===== src/design/sird_pkg.sv =====
package sird_pkg;

  localparam int unsigned BYTE_W     = 8;
  localparam int unsigned COL_W      = 15;
  localparam int unsigned ROW_W      = 14;
  localparam int unsigned ADDR_W     = 30;
  localparam int unsigned DIM_W      = 16;
  localparam int unsigned KIND_W     = 2;
  localparam int unsigned OP_W       = 2;
  localparam int unsigned ARG_W      = 14;
  localparam int unsigned OUT_DATA_W = 72;
  localparam int unsigned OUT_USER_W = 2;
  localparam int unsigned CFG_DATA_W = 32;
  localparam int unsigned CFG_ADDR_W = 3;

  localparam int unsigned FIFO_DEPTH = 4;
  localparam int unsigned FIFO_PTR_W = $clog2(FIFO_DEPTH);
  localparam int unsigned FIFO_CNT_W = $clog2(FIFO_DEPTH + 1);

  localparam logic [KIND_W-1:0] KIND_PIXEL     = 2'd0;
  localparam logic [KIND_W-1:0] KIND_DONE      = 2'd1;
  localparam logic [KIND_W-1:0] KIND_MISPLACED = 2'd2;
  localparam logic [KIND_W-1:0] KIND_TRUNC     = 2'd3;

  localparam logic [OP_W-1:0] OP_COL = 2'd0;
  localparam logic [OP_W-1:0] OP_RUN = 2'd1;
  localparam logic [OP_W-1:0] OP_ROW = 2'd2;
  localparam logic [OP_W-1:0] OP_END = 2'd3;

  localparam logic [0:0] REG_WIDTH  = 1'b0;
  localparam logic [0:0] REG_HEIGHT = 1'b1;

  typedef enum logic [2:0] {
    PH_LOW  = 3'b001,
    PH_HIGH = 3'b010,
    PH_RUN  = 3'b100
  } phase_t;

  typedef struct packed {
    logic [KIND_W-1:0] kind;
    logic [COL_W-1:0]  column;
    logic [ROW_W-1:0]  row;
    logic [ADDR_W-1:0] addr;
    logic [BYTE_W-1:0] color;
    logic              last;
  } result_t;

endpackage


===== src/design/sprite_indexed_run_decoder_top.sv =====
// Channel | Dir | Beat                                                   | Accept
// in_     | in  | tdata[7:0] data byte, tlast stream end                 | tvalid & tready
// out_    | out | tdata col/row/addr/index, tuser kind, tlast last result | tvalid & tready
// cfg_    | in  | APB write/read, sprite_width @0x0, sprite_height @0x4  | psel & penable
// One byte per cycle while the result queue has room; a byte passes the input register, then the queue.
// A byte yields up to two results: the 4-entry result queue drains one per cycle while out_tready is high,
// so decoding stalls only while fewer than two entries are free.
// The row*width multiply and address add sit in the single decode stage.
// rst_n is synchronous; it clears decode state, queue pointers and both registers.
// in_tready does not depend on out_tready.
module sprite_indexed_run_decoder_top (
  input  logic                               clk,
  input  logic                               rst_n,
  input  logic                               in_tvalid,
  output logic                               in_tready,
  input  logic [sird_pkg::BYTE_W-1:0]        in_tdata,   // [7:0] data_byte
  input  logic                               in_tlast,   // stream_end
  output logic                               out_tvalid,
  input  logic                               out_tready,
  // [14:0] column, [28:15] row, [58:29] pixel_address, [66:59] color_index, zero pad
  output logic [sird_pkg::OUT_DATA_W-1:0]    out_tdata,
  output logic [sird_pkg::OUT_USER_W-1:0]    out_tuser,  // [1:0] kind
  output logic                               out_tlast,  // last_result
  input  logic                               cfg_psel,
  input  logic                               cfg_penable,
  input  logic                               cfg_pwrite,
  input  logic [sird_pkg::CFG_ADDR_W-1:0]    cfg_paddr,
  input  logic [sird_pkg::CFG_DATA_W-1:0]    cfg_pwdata,
  output logic [sird_pkg::CFG_DATA_W-1:0]    cfg_prdata,
  output logic                               cfg_pready
);

  logic [sird_pkg::DIM_W-1:0] width_r;
  logic [sird_pkg::DIM_W-1:0] height_r;

  logic                        s1_valid_r;
  logic [sird_pkg::BYTE_W-1:0] s1_byte_r;
  logic                        s1_end_r;
  logic                        s1_fire;
  logic                        in_fire;

  sird_pkg::phase_t            ph_r, ph_nxt;
  logic [sird_pkg::BYTE_W-1:0] word_low_r, word_low_nxt;
  logic [sird_pkg::COL_W-1:0]  col_r, col_nxt;
  logic [sird_pkg::ROW_W-1:0]  row_r, row_nxt;
  logic [sird_pkg::ARG_W-1:0]  run_r, run_nxt;
  logic                        halted_r, halted_nxt;

  logic [2*sird_pkg::BYTE_W-1:0] word;
  logic [sird_pkg::OP_W-1:0]     op;
  logic [sird_pkg::ARG_W-1:0]    arg;
  logic [sird_pkg::ADDR_W-1:0]   prod;
  logic [sird_pkg::ADDR_W:0]     addr_sum;
  logic [sird_pkg::ARG_W-1:0]    run_dec;
  logic                          dim_zero;

  sird_pkg::result_t res_a, res_b, end_res;
  logic [1:0]        push_n;

  sird_pkg::result_t                  fifo_r [sird_pkg::FIFO_DEPTH];
  logic [sird_pkg::FIFO_PTR_W-1:0]    wr_ptr_r, rd_ptr_r;
  logic [sird_pkg::FIFO_CNT_W-1:0]    cnt_r;
  logic                               pop;
  sird_pkg::result_t                  head;

  // configuration
  assign cfg_pready = 1'b1;
  assign cfg_prdata = (cfg_paddr[2] == sird_pkg::REG_HEIGHT)
                      ? sird_pkg::CFG_DATA_W'(height_r)
                      : sird_pkg::CFG_DATA_W'(width_r);

  always_ff @(posedge clk) begin
    if (!rst_n) begin
      width_r  <= '0;
      height_r <= '0;
    end else if (cfg_psel && cfg_penable && cfg_pwrite && cfg_pready) begin
      if (cfg_paddr[2] == sird_pkg::REG_HEIGHT) begin
        height_r <= cfg_pwdata[sird_pkg::DIM_W-1:0];
      end else begin
        width_r <= cfg_pwdata[sird_pkg::DIM_W-1:0];
      end
    end
  end

  // input register
  assign s1_fire   = s1_valid_r && (cnt_r <= sird_pkg::FIFO_CNT_W'(sird_pkg::FIFO_DEPTH - 2));
  assign in_tready = !s1_valid_r || s1_fire;
  assign in_fire   = in_tvalid && in_tready;

  always_ff @(posedge clk) begin
    if (!rst_n) begin
      s1_valid_r <= 1'b0;
    end else if (in_fire) begin
      s1_valid_r <= 1'b1;
    end else if (s1_fire) begin
      s1_valid_r <= 1'b0;
    end
  end

  always_ff @(posedge clk) begin
    if (in_fire) begin
      s1_byte_r <= in_tdata;
      s1_end_r  <= in_tlast;
    end
  end

  // decode
  assign word     = {s1_byte_r, word_low_r};
  assign op       = word[sird_pkg::OP_W-1:0];
  assign arg      = word[2*sird_pkg::BYTE_W-1:sird_pkg::OP_W];
  assign prod     = sird_pkg::ADDR_W'(row_r * width_r);
  assign addr_sum = {1'b0, prod} + (sird_pkg::ADDR_W + 1)'(col_r);
  assign run_dec  = run_r - 1'b1;
  assign dim_zero = (width_r == '0) || (height_r == '0);

  always_comb begin
    ph_nxt       = ph_r;
    word_low_nxt = word_low_r;
    col_nxt      = col_r;
    row_nxt      = row_r;
    run_nxt      = run_r;
    halted_nxt   = halted_r;
    res_a        = '0;
    res_b        = '0;
    end_res      = '0;
    push_n       = 2'd0;
    if (s1_fire) begin
      if (dim_zero) begin
        if (s1_end_r) begin
          res_a.kind = sird_pkg::KIND_DONE;
          res_a.last = 1'b1;
          push_n     = 2'd1;
        end
      end else if (!halted_r) begin
        unique case (ph_r)
          sird_pkg::PH_RUN: begin
            res_a.kind   = sird_pkg::KIND_PIXEL;
            res_a.column = col_r;
            res_a.row    = row_r;
            res_a.addr   = addr_sum[sird_pkg::ADDR_W-1:0];
            res_a.color  = s1_byte_r;
            res_a.last   = 1'b1;
            push_n       = 2'd1;
            col_nxt      = col_r + 1'b1;
            run_nxt      = run_dec;
            if (run_dec == '0) begin
              col_nxt = '0;
              ph_nxt  = sird_pkg::PH_LOW;
            end
          end
          sird_pkg::PH_HIGH: begin
            ph_nxt = sird_pkg::PH_LOW;
            case (op)
              sird_pkg::OP_COL: col_nxt = sird_pkg::COL_W'(arg);
              sird_pkg::OP_ROW: row_nxt = arg;
              sird_pkg::OP_RUN: begin
                if (arg == '0) begin
                  col_nxt = '0;
                end else begin
                  run_nxt = arg;
                  ph_nxt  = sird_pkg::PH_RUN;
                end
              end
              default: begin
                if (!s1_end_r) begin
                  res_a.kind = sird_pkg::KIND_MISPLACED;
                  res_a.last = 1'b1;
                  push_n     = 2'd1;
                  halted_nxt = 1'b1;
                end
              end
            endcase
          end
          sird_pkg::PH_LOW: begin
            word_low_nxt = s1_byte_r;
            ph_nxt       = sird_pkg::PH_HIGH;
          end
          default: ph_nxt = sird_pkg::PH_LOW;
        endcase
        if (s1_end_r) begin
          end_res.kind = (ph_nxt == sird_pkg::PH_LOW) ? sird_pkg::KIND_DONE
                                                       : sird_pkg::KIND_TRUNC;
          end_res.last = 1'b1;
          if (push_n == 2'd0) begin
            res_a  = end_res;
            push_n = 2'd1;
          end else begin
            res_a.last = 1'b0;
            res_b      = end_res;
            push_n     = 2'd2;
          end
        end
      end
      if (s1_end_r) begin
        ph_nxt       = sird_pkg::PH_LOW;
        word_low_nxt = '0;
        col_nxt      = '0;
        row_nxt      = '0;
        run_nxt      = '0;
        halted_nxt   = 1'b0;
      end
    end
  end

  always_ff @(posedge clk) begin
    if (!rst_n) begin
      ph_r       <= sird_pkg::PH_LOW;
      word_low_r <= '0;
      col_r      <= '0;
      row_r      <= '0;
      run_r      <= '0;
      halted_r   <= 1'b0;
    end else begin
      ph_r       <= ph_nxt;
      word_low_r <= word_low_nxt;
      col_r      <= col_nxt;
      row_r      <= row_nxt;
      run_r      <= run_nxt;
      halted_r   <= halted_nxt;
    end
  end

  // result queue
  assign head       = fifo_r[rd_ptr_r];
  assign out_tvalid = (cnt_r != '0);
  assign pop        = out_tvalid && out_tready;
  assign out_tdata  = sird_pkg::OUT_DATA_W'({head.color, head.addr, head.row, head.column});
  assign out_tuser  = head.kind;
  assign out_tlast  = head.last;

  always_ff @(posedge clk) begin
    if (push_n != 2'd0) begin
      fifo_r[wr_ptr_r] <= res_a;
    end
    if (push_n == 2'd2) begin
      fifo_r[wr_ptr_r + 1'b1] <= res_b;
    end
  end

  always_ff @(posedge clk) begin
    if (!rst_n) begin
      wr_ptr_r <= '0;
      rd_ptr_r <= '0;
      cnt_r    <= '0;
    end else begin
      wr_ptr_r <= wr_ptr_r + sird_pkg::FIFO_PTR_W'(push_n);
      rd_ptr_r <= rd_ptr_r + sird_pkg::FIFO_PTR_W'(pop);
      cnt_r    <= cnt_r + sird_pkg::FIFO_CNT_W'(push_n) - sird_pkg::FIFO_CNT_W'(pop);
    end
  end

endmodule


===== config.mk =====
export PLATFORM = sky130hd
export DESIGN_NAME = sprite_indexed_run_decoder_top
export DESIGN_NICKNAME = d
export VERILOG_FILES = /design/src/design/sird_pkg.sv /design/src/design/sprite_indexed_run_decoder_top.sv
export SDC_FILE = /design/constraint.sdc
export NUM_CORES = 1
export LEC_CHECK = 0
export ABC_AREA = 1
export BUFFER_PORTS_ARGS = -buffer_cell sky130_fd_sc_hd__buf_2
export CORE_UTILIZATION = 50
export DETAILED_ROUTE_END_ITERATION = 16
export PLACE_DENSITY = 0.69
export SLEW_MARGIN = 20
export SYNTH_ARGS = -nofsm -noshare
export SYNTH_HDL_FRONTEND = slang
export SYNTH_SLANG_ARGS = --single-unit

===== constraint.sdc =====
create_clock -name clk -period 6.2 [get_ports clk]
set_input_delay 1.24 -clock clk [delete_from_list [all_inputs] [get_ports clk]]
set_output_delay 1.24 -clock clk [all_outputs]
set_load 0.01 [all_outputs]

; ---- Word level (Yosys, flattened, before mapping)
; Memory sizes are Yosys's and may differ from the RTL's. A register that Yosys moved wholly into a read port is not among the register bits.
; Index checks and enable logic that the tools add are counted.
[totals]
word_cells = 146
ramBits = 280
input_bits = 51
memories = 1
regBits = 104
[classes]
eq_ne = 13
bitwise_logic = 1
n_reduce_logical = 30
n_addsub = 8
magnitude_cmp = 1
n_mux = 77
multipliers = 1
[memory_table]
columns = name, depth, width, read_ports, rd_ports_with_merged_regs, write_ports, line_no
row1 = fifo_r, 4, 70, 1, 1, 2, sprite_indexed_run_decoder_top.sv:60  ; sird_pkg::result_t fifo_r [sird_pkg::FIFO_DEPTH];
[op_table]
columns = cell, count
row1 = $mux W70, 8
row2 = $mux W14, 10
row3 = $mux W67, 2
row4 = $mux W15, 5
row5 = $mux W69, 1
row6 = $pmux W15 S2, 2
row7 = $logic_not A16 Y1, 2
row8 = $mux W8, 4
row9 = $add A30 B15 Y30, 1
row10 = $mul A14 B16 Y30, 1
row11 = $mux W2, 15
row12 = $logic_not A14 Y1, 2
row13 = $pmux W14 S2, 1
row14 = $mux W3, 9
row15 = $mux W1, 16
row16 = $mux W16, 1
row17 = $add A15 B1 Y15 const B, 1
row18 = $sub A14 B1 Y14 const B, 1
row19 = $reduce_and A6 Y1, 2
row20 = $reduce_bool A2 Y1, 5
row21 = $pmux W3 S3, 1
row22 = $eq A3 B1 Y1 const B, 2
row23 = $reduce_and A2 Y1, 3
row24 = $reduce_bool A3 Y1, 2
row25 = other kinds (26), 34

; ---- Depth between registers and ports, before layout
[logic_depth]
word_depth = 16
mapped_depth = 28
ltp_nobuf = 26

; ---- Worst setup path before layout
; Ideal clock, no wire load.
[synth_timing]
path_kind = register to register
start = register row_r[5] in the netlist's numbering
end = memory fifo_r[1][32] in the netlist's numbering
setup_slack_ns = 0.771
t_required_ns = 6.142
arrival_ns = 5.371
setup_time_ns = 0.058
stages_incl_launch_ff = 22
cell_sequence = dfxtp_1 clkbuf_1 clkbuf_1 nand2_1 fa_1 fa_1 fa_1 inv_1 fa_1 fa_1 fa_1 ha_1 a21o_1 a21boi_0 o21ai_0 nand2_1 nand3_1 nand2_1 nand2_1 nor2_1 nand2_1 nand2_1
[synth_rtl]
columns = item, line_no
row1 = from (decl), sprite_indexed_run_decoder_top.sv:45  ; logic [sird_pkg::ROW_W-1:0] row_r, row_nxt;
row2 = from (signal assigned), sprite_indexed_run_decoder_top.sv:217  ; row_r <= row_nxt;
row3 = to (decl), sprite_indexed_run_decoder_top.sv:60

==> results_dict.tcl <==
set metrics [dict create \
    status "complete, no violations" \
    io_pins 161 \
    syn_area_mm2 0.0256 \
    crit_chain "nand2_1 -> fa_1 -> fa_1 -> inv_1 -> fa_1 -> fa_1 -> fa_1 -> fa_1 -> ha_1 -> inv_1 -> o21bai_1 -> a21oi_1 -> nor2_1 -> nor2_1 -> nand3_1 -> nand2_1 -> nand2_1 -> nor2_1 -> nand2_1 -> nand2_1" \
    critPathLaunchType "flop" \
    clock_latency_ps 590 \
    core-area_mm2 0.0504 \
    grt_max_degree 82 \
    layout_worst_path_cycle_share_pct 94.5 \
    layout_common_cells "nand2_1, inv_1, nor2_1" \
    rsz0062_at_grt "false" \
    switching_share_pct 34.0 \
    final_common_cell "nand2_1" \
    port_buffers 120 \
    drive_gt1_share_pct 8.06 \
    core.rowCount 82 \
    fill_cells 4913 \
    gp_congestion 0.927 \
    crit_fanout 12 \
    drt_first_pass_iters 8 \
    postRouteAntennaNets 0 \
    period_needed_ps 5860 \
    seq_area_frac_synth_pct 30.8 \
    via_per_inst 5.43 \
    finalSetupViolCount 0 \
    grt-ovfl-total 0 \
    leakage_nw 14.7 \
    die_w_um 228 \
    clockRootBuffer "clkbuf_16" \
    cts_tree "done" \
    power_mw 7.34 \
    ys.warnings.count 0 \
    seqPwrFrac_pct 37.1 \
    clk_pin_slew_worst_paths_ps 60 \
    clockBufferDepth 3 \
    n_antenna_cell 0 \
    max_stage_delay_ps 660 \
    yosys.cell_types.count 41 \
    grt_pass1_vias 22900 \
    netlist.area_leader.share_pct 28.4 \
    dpl.hpwl_um 49400 \
    path_class "flop to flop" \
    max-vdd-ir-drop_uv 230 \
    cpMostUsedCell "fa_1" \
    hold_buffers 0 \
    syn_to_final_growth_pct 9.64 \
    p_switching_mw 2.50 \
    die_area_mm2 0.0522 \
    routed_wl_um 73900 \
    wl_per_cell_um 17.0 \
    drv_slew 0 \
    power.share.clock_pct 37.8 \
    crit_required_ps 6710 \
    cts_made_buffers 43 \
    start_util_pct 50.9 \
    cp_top_family "adder cells" \
    post-route-util_pct 55.8 \
    slew_headroom_pct 30.4 \
    worstMarginPinSlew_ps 1040 \
    cap_violations 0 \
    grt_usage_pct 28.6 \
    clock.fmax_mhz 171 \
    tns_ps 0 \
    drt_iter0_drc 2065 \
    power_density_mw_per_mm2 261 \
    htree_levels 2 \
    arrival_ps 6370 \
    critPathSlowestCell "dfxtp_1" \
    synth_area_per_cell_um2 7.04 \
    grt_pass1_wl_um 122000 \
    yosys.area.top_type "dfxtp_1" \
    synth_cells 3638 \
    cp-end-kind "flop" \
    drc 0 \
    ys_top_cells_by_area "dfxtp_1, nand2_1, fa_1" \
    crit_buf_inv 2 \
    hold_class "flop to flop" \
    clock-sinks 384 \
    synth_seq_cells 384 \
    power_frac_comb_pct 25.1 \
    skew_ps 27.6 \
    layout.nets 3977 \
    hold_viol_final 0 \
    vias 23600 \
    intPower_mw 4.84 \
    antenna_found_initial 0 \
    die_h_um 228 \
]
==> power by group through the flow <==
stage                     Combinational (mW)  Clock (mW)  Sequential, mW
final                                   1.85        2.77            2.72
after global routing                    2.04        2.91            2.73
after CTS                               1.83        2.79            2.71
after detailed placement                1.82           0            2.77
after global placement                  1.81           0            2.77
after floorplan                         1.28           0            2.65
==> cells by family after synthesis <==
group                    share of synthesized area, %
adder cells (fa/ha/maj)                          19.3
AO/OA/AOI/OAI                                    9.96
buffers and inverters                            10.6
other                                          0.0293
XOR/XNOR                                        0.649
flip-flops                                       30.8
AND/OR/NAND/NOR                                  28.7
==> sequential cells by signal, indices dropped and copies added (netlist names) <==
name and flops:
s1_byte_r 8, ph_r 3, word_low_r 8, s1_valid_r 1, run_r 14, halted_r 1, width_r 16, row_r 14
s1_end_r 1, cnt_r 3, rd_ptr_r 2, col_r 15, wr_ptr_r 2, height_r 16, fifo_r 280
==> through the flow <==
stage | hold WS, ps | setup slack, ps | area (um^2) | std cells
after floorplan | 440 | 771 | 25700 | 3658
after global placement | 450 | 337 | 26500 | 4267
after detailed placement | 453 | 272 | 26500 | 4267
after CTS | 463 | 257 | 28100 | 4346
after global routing | 475 | 0.198 | 28100 | 4346
final | 460 | 343 | 28100 | 4346
==> area by class of cell <==
type / count / area, um^2 / area share [%]
sequential: 384 / 7920 / 28.2
tap: 672 / 841 / 2.99
inverter: 434 / 1630 / 5.81
multi-input combinational: 2602 / 15100 / 53.7
timing repair buffer: 175 / 1060 / 3.79
clock inverter: 16 / 272 / 0.966
clock buffer: 63 / 1270 / 4.52
==> synthesized netlist by cell type, drive strengths merged <==
| cell type | number |
|---|---|
| a211oi | 7 |
| a21boi | 2 |
| a21o | 3 |
| a21oi | 88 |
| a22oi | 3 |
| a31o | 1 |
| a31oi | 12 |
| and2 | 1 |
| buf | 106 |
| clkbuf | 132 |
| clkinv | 3 |
| conb | 2 |
| dfxtp | 363 |
| edfxtp | 21 |
| fa | 181 |
| ha | 105 |
| inv | 431 |
| nand2 | 1008 |
| nand3 | 342 |
| nand3b | 5 |
| nand4 | 19 |
| nor2 | 398 |
| nor3 | 24 |
| nor3b | 2 |
| nor4 | 2 |
| o21a | 1 |
| o21ai | 268 |
| o21bai | 7 |
| o22ai | 79 |
| or2 | 3 |
| xnor2 | 6 |
| xor2 | 13 |
==> worst min-delay path: stages, from the launching register on <==
cell,delay (ps)
dfxtp_1,310
nand3_1,70
nand2_1,40
==> layer usage <==
layer	vias up	global-route usage [%]	wire [um]
li1	11400	-	-
met1	11200	38.9	32600
met2	865	47.6	34400
met3	115	3.89	5290
met4	0	8.10	1580
met5	-	0	0
==> worst paths after layout <==
path,start,end,slack (ps),cells after the start
worst max-delay path,row_r[6],fifo_r[2][29],340,20
worst min-delay path,fifo_r[2][24],fifo_r[2][24],460,2
worst max register to register,row_r[6],fifo_r[2][29],340,20
worst min register to register,fifo_r[2][24],fifo_r[2][24],460,2
==> what timing repair did <==
item	4_1_cts	5_1_grt
setup endpoints to repair	0	32
buffers inserted	0	0
gates resized for setup	0	12
No activity file was read; power rests on OpenSTA's default activity.
